--- config.mk ---
export PLATFORM = sky130hd
export DESIGN_NAME = noc_traffic_destination_unit_flat
export DESIGN_NICKNAME = d
export VERILOG_FILES = /design/src/hw/rtl/ntd_pkg.sv /design/src/hw/rtl/ntd_src_if.sv /design/src/hw/rtl/ntd_dst_if.sv /design/src/hw/rtl/ntd_divider.sv /design/src/hw/rtl/noc_traffic_destination_unit.sv /design/src/flat_wrapper.sv
export VERILOG_INCLUDE_DIRS = /design/src /design/src/hw/rtl
export SDC_FILE = /design/constraint.sdc
export NUM_CORES = 1
export LEC_CHECK = 0
export BUFFER_PORTS_ARGS = -buffer_cell sky130_fd_sc_hd__buf_2
export CAP_MARGIN = 5
export CORE_MARGIN = 10
export CORE_UTILIZATION = 45
export DETAILED_ROUTE_END_ITERATION = 7
export SLEW_MARGIN = 20
export SYNTH_ARGS = -nofsm -noshare
export SYNTH_HDL_FRONTEND = slang
export SYNTH_SLANG_ARGS = --single-unit
--- constraint.sdc ---
create_clock -name i_clk -period 14.64 [get_ports i_clk]
set_input_delay 2.196 -clock i_clk [delete_from_list [all_inputs] [get_ports i_clk]]
set_output_delay 2.196 -clock i_clk [all_outputs]
set_load 0.02 [all_outputs]
--- src/hw/rtl/noc_traffic_destination_unit_defines.svh ---
// Assertion helpers for the destination unit RTL.
`ifndef NOC_TRAFFIC_DESTINATION_UNIT_DEFINES_SVH
`define NOC_TRAFFIC_DESTINATION_UNIT_DEFINES_SVH

// Same-cycle implication, checked on i_clk, off during reset.
`define NTD_ASSERT_NOW(label, ante, cons, msg) \
    label: assert property (@(posedge i_clk) disable iff (!i_rst_n) (ante) |-> (cons)) \
        else $error(msg);

// Next-cycle implication, checked on i_clk, off during reset.
`define NTD_ASSERT_NEXT(label, ante, cons, msg) \
    label: assert property (@(posedge i_clk) disable iff (!i_rst_n) (ante) |=> (cons)) \
        else $error(msg);

`endif

--- src/hw/rtl/ntd_pkg.sv ---
package ntd_pkg;

    typedef logic [2:0] t_pattern;
    typedef logic [1:0] t_reg_index;

    // traffic pattern codes
    localparam t_pattern PAT_TRANSPOSE  = 3'd0;
    localparam t_pattern PAT_REVERSAL   = 3'd1;
    localparam t_pattern PAT_SHUFFLE    = 3'd2;
    localparam t_pattern PAT_BUTTERFLY  = 3'd3;
    localparam t_pattern PAT_COMPLEMENT = 3'd4;
    localparam t_pattern PAT_TORNADO    = 3'd5;
    localparam t_pattern PAT_ALL_TO_ALL = 3'd6;

    // configuration register indexes
    localparam t_reg_index REG_PATTERN    = 2'd0;
    localparam t_reg_index REG_NODE_COUNT = 2'd1;
    localparam t_reg_index REG_RADIX      = 2'd2;
    localparam t_reg_index REG_DIMENSIONS = 2'd3;

    // register widths fixed by the register map
    localparam int PAT_W = 3;
    localparam int DIM_W = 3;

    // reset values
    localparam int RST_PATTERN    = 0;
    localparam int RST_NODE_COUNT = 16;
    localparam int RST_RADIX      = 4;
    localparam int RST_DIMENSIONS = 2;

endpackage

--- src/hw/rtl/ntd_src_if.sv ---
interface ntd_src_if #(
    parameter int NODE_W = 10
) ();
    logic              valid;
    logic              ready;
    logic [NODE_W-1:0] source_node;

    modport source (output valid, output source_node, input ready);
    modport sink   (input valid, input source_node, output ready);
endinterface

--- src/hw/rtl/ntd_dst_if.sv ---
interface ntd_dst_if #(
    parameter int NODE_W = 10
) ();
    logic              valid;
    logic              ready;
    logic [NODE_W-1:0] destination_node;
    logic              unchanged_error;

    modport source (output valid, output destination_node, output unchanged_error, input ready);
    modport sink   (input valid, input destination_node, input unchanged_error, output ready);
endinterface

--- src/hw/rtl/ntd_divider.sv ---
// Restoring divider, one quotient bit per cycle.
module ntd_divider #(
    parameter int DVD_W = 12,
    parameter int DVS_W = 11
) (
    input  logic             i_clk,
    input  logic             i_rst_n,
    input  logic             i_start,
    input  logic [DVD_W-1:0] i_dividend,
    input  logic [DVS_W-1:0] i_divisor,
    output logic             o_done,
    output logic [DVD_W-1:0] o_quotient,
    output logic [DVS_W-1:0] o_remainder
);
    localparam int CNT_W = $clog2(DVD_W + 1);

    logic             r_busy;
    logic             r_done;
    logic [CNT_W-1:0] r_cnt;
    logic [DVD_W-1:0] r_quo;
    logic [DVS_W-1:0] r_rem;
    logic [DVS_W-1:0] r_dvs;

    logic [DVS_W:0]   trial;
    logic             fits;
    logic [DVS_W-1:0] n_rem;

    // bring down the next dividend bit and try a subtract
    always_comb begin
        trial = {r_rem, r_quo[DVD_W-1]};
        fits  = (trial >= {1'b0, r_dvs});
        n_rem = fits ? DVS_W'(trial - {1'b0, r_dvs}) : trial[DVS_W-1:0];
    end

    always_ff @(posedge i_clk) begin
        if (!i_rst_n) begin
            r_busy <= 1'b0;
            r_done <= 1'b0;
            r_cnt  <= '0;
        end else begin
            r_done <= 1'b0;
            if (i_start) begin
                r_busy <= 1'b1;
                r_cnt  <= CNT_W'(DVD_W);
                r_quo  <= i_dividend;
                r_rem  <= '0;
                r_dvs  <= i_divisor;
            end else if (r_busy) begin
                r_rem <= n_rem;
                r_quo <= {r_quo[DVD_W-2:0], fits};
                r_cnt <= r_cnt - CNT_W'(1);
                if (r_cnt == CNT_W'(1)) begin
                    r_busy <= 1'b0;
                    r_done <= 1'b1;
                end
            end
        end
    end

    assign o_done      = r_done;
    assign o_quotient  = r_quo;
    assign o_remainder = r_rem;
endmodule

--- src/hw/rtl/noc_traffic_destination_unit.sv ---
// Path, transfer in to result valid: bit patterns and all-to-all load the result register
// and then the output register; tornado with count > 0 first takes one shared serial divider pass.
// Transpose: splits, reversed-order assembly, and the original-order retry if it runs;
//   one division per dimension on the shared divider, one multiply-add per coordinate.
// Throughput: one item at a time; the next is taken once the result is handed off.
// Reset (synchronous, active low) restores register defaults and clears the pointer.
`include "noc_traffic_destination_unit_defines.svh"

module noc_traffic_destination_unit #(
    parameter int MAX_NODES = 1024,
    parameter int MAX_DIMS  = 4
) (
    input  logic                        i_clk,
    input  logic                        i_rst_n,
    ntd_src_if.sink                     i_src,
    ntd_dst_if.source                   o_dst,
    input  logic                        i_cfg_we,
    input  ntd_pkg::t_reg_index         i_cfg_index,
    input  logic [$clog2(MAX_NODES):0]  i_cfg_data
);
    import ntd_pkg::*;

    localparam int NW  = $clog2(MAX_NODES);          // node number width
    localparam int CW  = NW + 1;                     // node count / radix width
    localparam int VW  = NW + 2;                     // divider dividend width
    localparam int BW  = $clog2(NW + 1);             // bit-length width
    localparam int DIW = (MAX_DIMS > 1) ? $clog2(MAX_DIMS) : 1;
    localparam int DCW = $clog2(MAX_DIMS + 1);
    localparam int MW  = NW + CW + 1;                // multiply-add width

    // sequencer states
    localparam logic [2:0] S_IDLE = 3'd0;
    localparam logic [2:0] S_TDIV = 3'd1;   // tornado modulo on the divider
    localparam logic [2:0] S_XDIV = 3'd2;   // transpose coordinate split
    localparam logic [2:0] S_ASM1 = 3'd3;   // reversed-order assembly
    localparam logic [2:0] S_ASM2 = 3'd4;   // original-order assembly
    localparam logic [2:0] S_OUT  = 3'd5;   // hand result to output register

    // configuration registers
    logic [PAT_W-1:0] r_pattern;
    logic [CW-1:0]    r_node_count;
    logic [CW-1:0]    r_radix;
    logic [DIM_W-1:0] r_dims;

    // sequencer and datapath
    logic [2:0]       r_state;
    logic [NW-1:0]    r_src;
    logic [NW-1:0]    r_ptr;
    logic [DCW-1:0]   r_dim_cnt;
    logic [DCW-1:0]   r_asm_cnt;
    logic [CW-1:0]    r_coord [MAX_DIMS];
    logic [NW-1:0]    r_acc;
    logic             r_big;
    logic [NW-1:0]    r_res_dst;
    logic             r_res_err;
    logic             r_div_start;
    logic [VW-1:0]    r_div_dvd;
    logic [CW-1:0]    r_div_dvs;
    logic             r_out_valid;
    logic [NW-1:0]    r_out_dst;
    logic             r_out_err;

    logic             in_acc;
    logic             out_load;
    logic [CW-1:0]    radix_eff;
    logic [DCW-1:0]   dims_eff;
    logic             div_done;
    logic [VW-1:0]    div_quo;
    logic [CW-1:0]    div_rem;

    assign in_acc   = i_src.valid && i_src.ready;
    assign out_load = (r_state == S_OUT) && (!r_out_valid || o_dst.ready);

    // a radix below two counts as two; dimensions clamp at MAX_DIMS
    assign radix_eff = (r_radix < CW'(2)) ? CW'(2) : r_radix;
    assign dims_eff  = (int'(r_dims) > MAX_DIMS) ? DCW'(MAX_DIMS) : DCW'(r_dims);

    // ---------------------------------------------------------------
    // Bit patterns: work on the low b bits (at least 1, at most NW), b = bit length of count-1
    // ---------------------------------------------------------------
    logic [CW-1:0] nc_m1;
    logic [BW-1:0] b_len;
    logic [NW-1:0] mask;
    logic [NW-1:0] s_low;
    logic [NW-1:0] rev;
    logic [NW-1:0] rev_dst;
    logic [NW-1:0] shuf_dst;
    logic [NW-1:0] bfly_dst;
    logic          bfly_hi;
    logic [NW-1:0] bfly_flip;

    always_comb begin
        nc_m1 = r_node_count - CW'(1);
        b_len = BW'(1);
        for (int k = 1; k < NW; k++) begin
            if (nc_m1[k]) begin
                b_len = BW'(k + 1);
            end
        end
        // top bit set: cap at the node width
        if (nc_m1[NW]) begin
            b_len = BW'(NW);
        end
        if (r_node_count < CW'(3)) begin
            b_len = BW'(1);
        end
        for (int k = 0; k < NW; k++) begin
            mask[k] = (k < int'(b_len));
        end
        s_low = i_src.source_node & mask;

        for (int k = 0; k < NW; k++) begin
            rev[NW-1-k] = s_low[k];
        end
        rev_dst = rev >> (BW'(NW) - b_len);
        if (rev_dst == s_low) begin
            rev_dst = rev_dst ^ mask;
        end

        shuf_dst = ((s_low << 1) & mask) | (s_low >> (b_len - BW'(1)));
        if (shuf_dst == s_low) begin
            shuf_dst = shuf_dst ^ mask;
        end

        // butterfly: swap top and bottom bit of the field
        bfly_hi   = s_low[0] ^ ((s_low >> (b_len - BW'(1))) != NW'(0));
        bfly_flip = (NW'(1) << (b_len - BW'(1))) | NW'(1);
        bfly_dst  = bfly_hi ? (s_low ^ bfly_flip) : s_low;
        if (bfly_dst == s_low) begin
            bfly_dst = bfly_dst ^ mask;
        end
    end

    // ---------------------------------------------------------------
    // All-to-all: skip the source, wrap to zero at the node count
    // ---------------------------------------------------------------
    function automatic logic [NW-1:0] f_inc(input logic [NW-1:0] p, input logic [CW-1:0] nc);
        logic [CW-1:0] q;
        q = CW'(p) + CW'(1);
        return (q >= nc) ? '0 : q[NW-1:0];
    endfunction

    logic [NW-1:0] a2a_dst;
    assign a2a_dst = (r_ptr == i_src.source_node) ? f_inc(r_ptr, r_node_count) : r_ptr;

    // tornado numerator: source + count/2 + count - 1
    logic [VW-1:0] torn_num;
    assign torn_num = VW'(i_src.source_node) + VW'(r_node_count >> 1) + VW'(r_node_count)
                    - VW'(1);

    // ---------------------------------------------------------------
    // Transpose assembly: one multiply-add per coordinate. Keep only the
    // low node bits and a sticky flag for anything above them; a radix
    // of two or more keeps a large value large.
    // ---------------------------------------------------------------
    logic [DIW-1:0] asm_idx;
    logic [DCW-1:0] asm_rev;
    logic [CW-1:0]  coord_sel;
    logic [MW-1:0]  mac;
    logic           mac_big;
    logic [NW-1:0]  mac_low;
    logic           mac_eq;
    logic           asm_last;

    always_comb begin
        asm_rev   = dims_eff - DCW'(1) - r_asm_cnt;
        asm_idx   = (r_state == S_ASM2) ? asm_rev[DIW-1:0] : r_asm_cnt[DIW-1:0];
        coord_sel = r_coord[asm_idx];
        mac       = MW'(r_acc) * MW'(radix_eff) + MW'(coord_sel);
        mac_big   = r_big || (mac[MW-1:NW] != '0);
        mac_low   = mac[NW-1:0];
        mac_eq    = !mac_big && (mac_low == r_src);
        asm_last  = (r_asm_cnt + DCW'(1)) == dims_eff;
    end

    // ---------------------------------------------------------------
    // Shared divider: tornado modulo and transpose coordinate split
    // ---------------------------------------------------------------
    ntd_divider #(
        .DVD_W (VW),
        .DVS_W (CW)
    ) u_div (
        .i_clk       (i_clk),
        .i_rst_n     (i_rst_n),
        .i_start     (r_div_start),
        .i_dividend  (r_div_dvd),
        .i_divisor   (r_div_dvs),
        .o_done      (div_done),
        .o_quotient  (div_quo),
        .o_remainder (div_rem)
    );

    // ---------------------------------------------------------------
    // Sequencer
    // ---------------------------------------------------------------
    always_ff @(posedge i_clk) begin
        if (!i_rst_n) begin
            r_state      <= S_IDLE;
            r_ptr        <= '0;
            r_div_start  <= 1'b0;
            r_out_valid  <= 1'b0;
            r_pattern    <= PAT_W'(RST_PATTERN);
            r_node_count <= CW'(RST_NODE_COUNT);
            r_radix      <= CW'(RST_RADIX);
            r_dims       <= DIM_W'(RST_DIMENSIONS);
        end else begin
            r_div_start <= 1'b0;

            // the host writes registers only while the unit is idle: a rule for the host, the block does not enforce it
            if (i_cfg_we) begin
                unique case (i_cfg_index)
                    REG_PATTERN:    r_pattern    <= i_cfg_data[PAT_W-1:0];
                    REG_NODE_COUNT: r_node_count <= i_cfg_data;
                    REG_RADIX:      r_radix      <= i_cfg_data;
                    REG_DIMENSIONS: r_dims       <= i_cfg_data[DIM_W-1:0];
                    default: ;
                endcase
            end

            // output register: drop on transfer, load a finished result
            if (out_load) begin
                r_out_valid <= 1'b1;
                r_out_dst   <= r_res_dst;
                r_out_err   <= r_res_err;
            end else if (o_dst.ready) begin
                r_out_valid <= 1'b0;
            end

            unique case (r_state)
                S_IDLE: begin
                    if (in_acc) begin
                        r_src     <= i_src.source_node;
                        r_res_err <= 1'b0;
                        r_state   <= S_OUT;
                        case (r_pattern)
                            PAT_TRANSPOSE: begin
                                r_dim_cnt <= '0;
                                r_div_dvd <= VW'(i_src.source_node);
                                r_div_dvs <= radix_eff;
                                if (dims_eff == '0) begin
                                    // no coordinates: destination zero
                                    r_res_dst <= '0;
                                    r_res_err <= (i_src.source_node == '0);
                                end else begin
                                    r_div_start <= 1'b1;
                                    r_state     <= S_XDIV;
                                end
                            end
                            PAT_REVERSAL:   r_res_dst <= rev_dst;
                            PAT_SHUFFLE:    r_res_dst <= shuf_dst;
                            PAT_BUTTERFLY:  r_res_dst <= bfly_dst;
                            PAT_COMPLEMENT: r_res_dst <= s_low ^ mask;
                            PAT_TORNADO: begin
                                r_res_dst <= i_src.source_node;
                                r_div_dvd <= torn_num;
                                r_div_dvs <= r_node_count;
                                if (r_node_count != '0) begin
                                    r_div_start <= 1'b1;
                                    r_state     <= S_TDIV;
                                end
                            end
                            PAT_ALL_TO_ALL: begin
                                r_res_dst <= a2a_dst;
                                r_ptr     <= f_inc(a2a_dst, r_node_count);
                            end
                            default: r_res_dst <= '0;
                        endcase
                    end
                end
                S_TDIV: begin
                    if (div_done) begin
                        r_res_dst <= div_rem[NW-1:0];
                        r_state   <= S_OUT;
                    end
                end
                S_XDIV: begin
                    if (div_done) begin
                        // complement the coordinate modulo the radix
                        r_coord[r_dim_cnt[DIW-1:0]] <= radix_eff - CW'(1) - div_rem;
                        r_dim_cnt <= r_dim_cnt + DCW'(1);
                        if ((r_dim_cnt + DCW'(1)) == dims_eff) begin
                            r_asm_cnt <= '0;
                            r_acc     <= '0;
                            r_big     <= 1'b0;
                            r_state   <= S_ASM1;
                        end else begin
                            r_div_dvd   <= div_quo;
                            r_div_start <= 1'b1;
                        end
                    end
                end
                S_ASM1: begin
                    r_acc     <= mac_low;
                    r_big     <= mac_big;
                    r_asm_cnt <= r_asm_cnt + DCW'(1);
                    if (asm_last) begin
                        if (mac_eq) begin
                            // still the source: retry in the original order
                            r_asm_cnt <= '0;
                            r_acc     <= '0;
                            r_big     <= 1'b0;
                            r_state   <= S_ASM2;
                        end else begin
                            r_res_dst <= mac_low;
                            r_state   <= S_OUT;
                        end
                    end
                end
                S_ASM2: begin
                    r_acc     <= mac_low;
                    r_big     <= mac_big;
                    r_asm_cnt <= r_asm_cnt + DCW'(1);
                    if (asm_last) begin
                        r_res_err <= mac_eq;
                        r_res_dst <= mac_eq ? r_src : mac_low;
                        r_state   <= S_OUT;
                    end
                end
                S_OUT: begin
                    if (out_load) begin
                        r_state <= S_IDLE;
                    end
                end
                default: r_state <= S_IDLE;
            endcase
        end
    end

    assign i_src.ready            = (r_state == S_IDLE);
    assign o_dst.valid            = r_out_valid;
    assign o_dst.destination_node = r_out_dst;
    assign o_dst.unchanged_error  = r_out_err;

    // ---------------------------------------------------------------
    // Assertions
    // ---------------------------------------------------------------
    logic st_div;
    logic st_asm;
    logic res_flagged;
    logic a2a_acc;
    logic ptr_ok;

    assign st_div      = (r_state == S_TDIV) || (r_state == S_XDIV);
    assign st_asm      = (r_state == S_ASM1) || (r_state == S_ASM2);
    assign res_flagged = (r_state == S_OUT) && r_res_err;
    assign a2a_acc     = in_acc && (r_pattern == PAT_ALL_TO_ALL);
    assign ptr_ok      = (r_ptr == '0) || (CW'(r_ptr) < r_node_count);

    `NTD_ASSERT_NOW(a_div_done_waited, div_done, st_div, "divider done outside a divide state")
    `NTD_ASSERT_NOW(a_asm_idx_range, st_asm, r_asm_cnt < dims_eff, "assembly overran")
    `NTD_ASSERT_NOW(a_err_gives_src, res_flagged, r_res_dst == r_src, "flag without source")
    `NTD_ASSERT_NEXT(a_ptr_wrapped, a2a_acc, ptr_ok, "pointer not wrapped")
endmodule

--- src/flat_wrapper.sv ---
// flat-port wrapper written by rule: the top's interface ports become plain ports
module noc_traffic_destination_unit_flat import ntd_pkg::*;
#(
    parameter int MAX_NODES = 1024,
    parameter int MAX_DIMS  = 4
)
  (i_clk, i_rst_n, i_cfg_we, i_cfg_index, i_cfg_data, i_src_valid, i_src_source_node, i_src_ready, o_dst_valid, o_dst_destination_node, o_dst_unchanged_error, o_dst_ready);
  ntd_src_if #(.NODE_W(($clog2(MAX_NODES)))) i_src_i ();
  ntd_dst_if #(.NODE_W(($clog2(MAX_NODES)))) o_dst_i ();
  input  logic i_clk;
  input  logic i_rst_n;
  input  logic i_cfg_we;
  input  ntd_pkg::t_reg_index i_cfg_index;
  input  logic [$clog2(MAX_NODES):0] i_cfg_data;
  input wire logic [$bits(i_src_i.valid)-1:0] i_src_valid;
  input wire logic [$bits(i_src_i.source_node)-1:0] i_src_source_node;
  output wire logic [$bits(i_src_i.ready)-1:0] i_src_ready;
  output wire logic [$bits(o_dst_i.valid)-1:0] o_dst_valid;
  output wire logic [$bits(o_dst_i.destination_node)-1:0] o_dst_destination_node;
  output wire logic [$bits(o_dst_i.unchanged_error)-1:0] o_dst_unchanged_error;
  input wire logic [$bits(o_dst_i.ready)-1:0] o_dst_ready;
  assign i_src_i.valid = i_src_valid;
  assign i_src_i.source_node = i_src_source_node;
  assign i_src_ready = i_src_i.ready;
  assign o_dst_valid = o_dst_i.valid;
  assign o_dst_destination_node = o_dst_i.destination_node;
  assign o_dst_unchanged_error = o_dst_i.unchanged_error;
  assign o_dst_i.ready = o_dst_ready;
  noc_traffic_destination_unit #(.MAX_NODES(MAX_NODES), .MAX_DIMS(MAX_DIMS)) u_core (.i_clk(i_clk), .i_rst_n(i_rst_n), .i_src(i_src_i), .o_dst(o_dst_i), .i_cfg_we(i_cfg_we), .i_cfg_index(i_cfg_index), .i_cfg_data(i_cfg_data));
endmodule
* Yosys cells after proc, flatten, opt, wreduce, memory -nomap -nowiden
Memory sizes are Yosys's and may differ from the RTL's. Index checks and enable logic that the tools add are counted.
Word-level totals: register bits 155, bits in writable memories 44, input bits 28, output and inout bits 13, logic and storage cells 244, memories kept 1
Memories:
- u_core.r_coord | words 4, width 11, read ports 1, clocked after memory_dff 0, wr ports 1, RTL line noc_traffic_destination_unit.sv:51 | logic [CW-1:0] r_coord [MAX_DIMS];
Cells by class: $add $sub $neg 17, multipliers 1, order comparisons 16, equality and inequality tests 34, shift-type cells 3, muxes and demuxes 95, bitwise operators 11, reductions and logical operators 40
Operators by type and width (count):
- 2-to-1 mux 10 bit | 18
- one-hot mux 10 bit (7 select lines) | 1
- 2-to-1 mux 12 bit | 5
- 2-to-1 mux 3 bit | 17
- == test 10 bit | 5
- bitwise XOR 10 bit | 5
- 2-to-1 mux 4 bit | 12
- one-hot mux 12 bit (2 select lines) | 2
- one-hot mux 10 bit (4 select lines) | 1
- 2-to-1 mux 11 bit | 3
- one-hot mux 10 bit (3 select lines) | 1
- 2-to-1 mux 1 bit | 24
- adder 10 x 1 -> 11 bit (second input constant) | 2
- adder 21 x 11 -> 22 bit | 1
- greater-or-equal comparator 11 bit | 2
- < comparator 11 x 2 -> 1 bit (second input constant) | 2
- one-hot mux 11 bit (2 select lines) | 1
- subtractor 11 x 1 -> 11 bit (second input constant) | 2
- subtractor 11 bit | 2
- multiplier 10 x 11 -> 21 bit | 1
- AND 10 bit | 2
- right shift 10 x 4 -> 10 bit | 2
- one-hot mux 3 bit (6 select lines) | 1
- < comparator 3 x 4 -> 1 bit (first input constant) | 4
- other kinds (53) | 101

* Longest topological paths before layout
word-level depth 23, gate-level depth with buffers 30, mapped depth without buffers 29

* Hierarchy
A second synthesis with hierarchy kept.
Unflattened totals: cells, all modules 2099, area, all modules 18926.9 sq um
Modules (own cells, without submodules):
- noc_traffic_destination_unit | instances 1, cells an instance 1895, area each 16597.2 sq um, seq. area each 4344.2 sq um
- ntd_divider | instances 1, cells an instance 204, area each 2329.7 sq um, seq. area each 1141.1 sq um

* Least setup slack after synthesis
No wires, ideal clock.
path type register -> register, start register u_core.r_state[1], end register u_core.r_acc[3], data pin, data arrival time 6.561 ns, required time 14.374 ns, path slack 7.813 ns, stages on the path, launching flop included 28, path buffers 4, clock period less this slack 6.827 ns, path through dfxtp_1 clkbuf_1 nor2_1 and2_1 clkbuf_1 nor2_1 a21oi_1 buf_1 mux4_2 inv_1 fa_1 fa_1 fa_1 inv_1 ha_1 inv_1 o21bai_1 a21oi_1 o21ai_0 a31oi_1 o21ai_0 a311o_1 a21boi_0 o41ai_1 nand4b_1 o21ai_0 clkbuf_1 nor2b_1
Between the ends: word-level cells in the longest chain between the ends 11
Ends and longest elaborated chain:
- start: declaration | RTL line noc_traffic_destination_unit.sv:46 | logic [2:0] r_state;
- start signal: assignment | RTL line noc_traffic_destination_unit.sv:198 | r_state <= S_IDLE;
- start signal: assignment | RTL line noc_traffic_destination_unit.sv:234 | r_state <= S_OUT;
- start signal: assignment | RTL line noc_traffic_destination_unit.sv:246 | r_state <= S_XDIV;
- == test 3 bit | RTL line noc_traffic_destination_unit.sv:167, noc_traffic_destination_unit.sv:229
- 2-to-1 mux 2 bit | RTL line noc_traffic_destination_unit.sv:167 | asm_idx = (r_state == S_ASM2) ? asm_rev[DIW-1:0] : r_asm_cnt[DIW-1:0];
- memory read (4 x 11 bit)
- adder 21 x 11 -> 22 bit | RTL line noc_traffic_destination_unit.sv:169 | mac = MW'(r_acc) * MW'(radix_eff) + MW'(coord_sel);
- nonzero test 12 bit | RTL line noc_traffic_destination_unit.sv:170 | mac_big = r_big || (mac[MW-1:NW] != '0);
- logical OR 1 bit | RTL line noc_traffic_destination_unit.sv:170
- logical NOT 1 bit | RTL line noc_traffic_destination_unit.sv:172 | mac_eq = !mac_big && (mac_low == r_src);
- logical AND 1 bit | RTL line noc_traffic_destination_unit.sv:172
- 2-to-1 mux 10 bit | RTL line noc_traffic_destination_unit.sv:297 | if (mac_eq) begin
- 2-to-1 mux 10 bit | RTL line noc_traffic_destination_unit.sv:296 | if (asm_last) begin
- one-hot mux 10 bit (3 select lines) (*) | RTL line noc_traffic_destination_unit.sv:229 | unique case (r_state)
- end signal: assignment | RTL line noc_traffic_destination_unit.sv:293 | r_acc <= mac_low;
- end signal: assignment | RTL line noc_traffic_destination_unit.sv:310 | r_acc <= mac_low;
- end: declaration | RTL line noc_traffic_destination_unit.sv:52 | logic [NW-1:0] r_acc;
Mark *: on every way between the ends. The rest lies on a longest branch, timed or not. A chain may end at the register's enable or synchronous reset.

* Worst setup path after layout
start register u_core.r_radix[6], end register u_core.r_res_dst[9], enable pin
Between the ends: word-level cells in the longest chain between the ends 10
Ends and longest elaborated chain:
- start: declaration | RTL line noc_traffic_destination_unit.sv:42 | logic [CW-1:0] r_radix;
- start signal: assignment | RTL line noc_traffic_destination_unit.sv:204 | r_radix <= CW'(RST_RADIX);
- start signal: assignment | RTL line noc_traffic_destination_unit.sv:214 | REG_RADIX: r_radix <= i_cfg_data;
- < comparator 11 x 2 -> 1 bit | RTL line noc_traffic_destination_unit.sv:75 | assign radix_eff = (r_radix < CW'(2)) ? CW'(2) : r_radix;
- 2-to-1 mux 11 bit (*) | RTL line noc_traffic_destination_unit.sv:75
- multiplier 10 x 11 -> 21 bit (*) | RTL line noc_traffic_destination_unit.sv:169
- adder 21 x 11 -> 22 bit (*) | RTL line noc_traffic_destination_unit.sv:169
- nonzero test 12 bit | RTL line noc_traffic_destination_unit.sv:170
- logical OR 1 bit | RTL line noc_traffic_destination_unit.sv:170
- logical NOT 1 bit | RTL line noc_traffic_destination_unit.sv:172
- logical AND 1 bit (*) | RTL line noc_traffic_destination_unit.sv:172
- != test 2 bit (no source line) (*)
- AND reduction 8 bit (no source line) (*)
- end signal: assignment | RTL line noc_traffic_destination_unit.sv:249 | PAT_REVERSAL: r_res_dst <= rev_dst;
- end signal: assignment | RTL line noc_traffic_destination_unit.sv:250 | PAT_SHUFFLE: r_res_dst <= shuf_dst;
- end signal: assignment | RTL line noc_traffic_destination_unit.sv:251 | PAT_BUTTERFLY: r_res_dst <= bfly_dst;
- end: declaration | RTL line noc_traffic_destination_unit.sv:54 | logic [NW-1:0] r_res_dst;
Marks and branches as above.

==> results.json <==
{
  "first_pass_iters": 8,
  "finalHoldViolations": 0,
  "synth_warnings": 0,
  "htree_num_levels": 4,
  "final_area_sq_um": 19850,
  "cts_setup_buffers": 0,
  "relSlewSlack_pct": 24.95,
  "max-clock-path-buffers": 2,
  "rsz0062_at_grt": "no",
  "cts_tree": "yes",
  "postSynth.asyncResetShare_pct": 0,
  "p_int_uw": 1380,
  "tightest_slew_ns": 1.120,
  "grt_max_degree": 57,
  "min_to": "u_core.u_div.r_dvs[3]",
  "fin_crit_sh_pct": 55.03,
  "p_seq_share_pct": 30.3,
  "reg2reg_to": "u_core.r_res_dst[9]",
  "vias": 15870,
  "grt_use_total_pct": 23.22,
  "grt_util_met2_pct": 38.43,
  "ctsResizeCount": 0,
  "avgSynthCellArea_sq_um": 8.973,
  "finalPower_uw": 2482,
  "antenna_found_initial": 0,
  "syn_to_final_growth_pct": 6.199,
  "postCtsHoldBufs": 0,
  "crit_path_max_fanout": 14,
  "drv_slew": 0,
  "fin_skew_ns": 0.02078,
  "core_area_sq_um": 40920,
  "gp_congestion": 1.054,
  "final_nets": 2317,
  "dr.first_iter.drc_count": 1685,
  "routedWlPerCell_um": 22.85,
  "fmax_ghz": 0.1241,
  "clk_pin_slew_worst_paths_ns": 0.08,
  "initial_core_util_pct": 45.67,
  "drt-total-wl_um": 59310,
  "synthesis.area_sq_um": 18690,
  "synth_nets": 2350,
  "clk_latency_ns": 0.48,
  "grt.busiest_layer": "met2",
  "final_antenna_net_count": 0,
  "port_buffers": 40,
  "timing.rr.start": "u_core.r_radix[6]",
  "cts_buffers": 17,
  "drv_cap": 0,
  "status": "finished with violations",
  "post_dp_cell_area_sq_um": 19270,
  "worstPathRequired_ns": 14.75,
  "combinationalPowerShare_pct": 50.9,
  "leakage_uw": 0.008037,
  "min-delay-start": "u_core.r_div_dvs[3]",
  "rrSetupSlack_ns": 6.58,
  "violations": "design-rule violations",
  "synthFlopType": "edfxtp_1",
  "placementRows": 74,
  "synth_seq_cells": 199,
  "p_sw_uw": 1102,
  "seq_area_frac_synth_pct": 29.35,
  "synth_edf_count": 150,
  "reg2regPathDepth": 24,
  "min_period_ns": 8.057,
  "grt_pass1_vias": 15288,
  "crit_type": "reg -> reg",
  "worstPathArrival_ns": 8.17,
  "grt_overflow": 0,
  "swShare_pct": 44.41,
  "cts_root_buf": "clkbuf_16",
  "whs_path_depth": 0,
  "dieArea_sq_um": 50090,
  "globalRouteMet3Util_pct": 3.633,
  "worstHoldPathType": "reg -> reg",
  "die_w_um": 223.8,
  "hpwlAfterDp_um": 45310,
  "setup_tns_ns": 0,
  "cts_sinks": 199,
  "route.detailed.drc": 2,
  "grt_use_met1_pct": 29.11,
  "grt_first_pass_wirelength_um": 90860,
  "ir_worst_vdd_uv": 95.68,
  "setup_viol_count_final": 0,
  "clkPwrFrac_pct": 18.8,
  "start_kind": "flip-flop",
  "drive_gt1_share_pct": 7.319,
  "synth_cell_types": 92,
  "via_per_inst": 6.113,
  "synth_cells": 2083,
  "power_density_nw_per_um2": 125.0,
  "endpoint_kind": "flip-flop",
  "die_h_um": 223.8,
  "io_pins": 41,
  "final_util_pct": 48.50
}
final cells by class:
cell class,instances,area (sq um)
fill,3941,21070
multi-input combinational,1562,12000
sequential,199,5485
inverter,212,795.8
tap,532,665.6
clock buffer,17,425.4
timing repair buffer,58,335.3
clock inverter,15,143.9
antenna,1,2.502
through the flow:
stage / hold WS [ns] / setup slack, ns / cells
floorplan: 0.4003 / 7.813 / 2083
global placement: 0.4010 / 6.353 / 2563
detailed placement: 0.4045 / 6.499 / 2563
CTS: 0.4244 / 6.488 / 2595
global route: 0.4317 / 6.029 / 2595
finish: 0.4232 / 6.583 / 2596
critical path, cell delays in order (launching register included):
cell and delay [ns]:
dfxtp_1 0.84, nor4_1 0.13, nand3_1 0.35, nand2b_1 0.37, and2_1 0.31, fa_1 0.56, ha_1 0.17, inv_1 0.06
fa_1 0.55, fa_1 0.44, fa_1 0.55, inv_1 0.05, ha_1 0.32, inv_1 0.05, o21bai_1 0.13, a21oi_1 0.11
o21ai_0 0.49, a31oi_1 0.21, o21ai_0 0.39, a311o_1 0.26, a21boi_0 0.12, o41ai_1 0.47, nor2_1 0.15, nand2_1 0.14
o21a_1 0.47
cells in the mapped netlist, types with 18 or more instances:
library cell	number	area [sq um]
a21o_1	24	180.2
a21oi_1	115	575.6
a31oi_1	19	118.9
and2_1	47	294.0
and3_1	18	112.6
clkbuf_1	93	349.1
dfxtp_1	49	980.9
edfxtp_1	150	4504
fa_1	86	1722
ha_1	153	1914
inv_1	211	792.0
mux2i_1	37	370.4
nand2_1	201	754.5
nand3_1	47	235.2
nand4_1	29	181.4
nor2_1	153	574.3
nor2b_1	51	319.1
nor3_1	48	240.2
o21ai_0	86	430.4
o21bai_1	21	157.7
xnor2_1	75	656.9
xor2_1	38	332.8
routing by layer:
layer | share of wire, % | up-vias
met5 | 0 | -
met4 | 4.7 | 0
met3 | 7.3 | 163
met2 | 47 | 742
met1 | 41 | 7674
li1 | - | 7291
how the worst max path moves through the flow:
stage | startpoint | to | slack (ns) | cells after the start
after floorplan | u_core.r_state[1] | u_core.r_acc[3] | 7.81 | 27
after global placement | u_core.r_radix[5] | u_core.r_asm_cnt[1] | 6.35 | 23
after detailed placement | u_core.r_radix[5] | u_core.r_res_dst[4] | 6.50 | 24
after CTS | u_core.r_radix[5] | u_core.r_res_dst[4] | 6.49 | 24
after global routing | u_core.r_radix[5] | u_core.r_acc[5] | 6.03 | 24
final | u_core.r_radix[6] | u_core.r_res_dst[9] | 6.58 | 24
cell usage in the layout (no fill, tap or decap), types with 19 or more instances in the layout:
cell type    n
nor3_1      48
and2_1      47
inv_1      211
nand2_1    201
xnor2_1     75
ha_1       153
nand4_1     29
a21o_1      24
mux2i_1     37
o21ai_0     85
fa_1        86
xor2_1      38
nor2_1     151
a31oi_1     19
edfxtp_1   150
nor2b_1     51
a21oi_1    114
nand3_1     47
buf_2       40
dfxtp_1     49
o21bai_1    21
kinds of logic (layout without fill, tap and decap cells):
group | after synthesis | after routing | synth area share (%)
mux | 66 | 66 | 4.451
simple gates | 681 | 681 | 17.85
fa+ha+maj | 239 | 239 | 19.45
buf+inv | 322 | 302 | 6.560
compound gates | 462 | 462 | 16.96
xor+xnor | 114 | 114 | 5.382
flops | 199 | 199 | 29.35
other cells | 0 | 1 | 0
sequential cells by signal (all words and copies together) (netlist names), 11 cells and up:
| signal | count |
|---|---|
| u_core.u_div.r_dvs | 11 |
| u_core.r_coord | 44 |
| u_core.r_radix | 11 |
| u_core.u_div.o_remainder | 11 |
| u_core.r_div_dvd | 12 |
| u_core.r_node_count | 11 |
| u_core.r_div_dvs | 11 |
| u_core.u_div.o_quotient | 12 |
power groups by stage:
stage	sequential [uW]	combinational, uW	clock, uW
after floorplan	727	910	0
after global placement	761	1230	0
after detailed placement	763	1230	0
after CTS	751	1240	475
after global routing	758	1370	492
final	751	1260	467
Note: power is estimated with default switching activity, not from simulation.
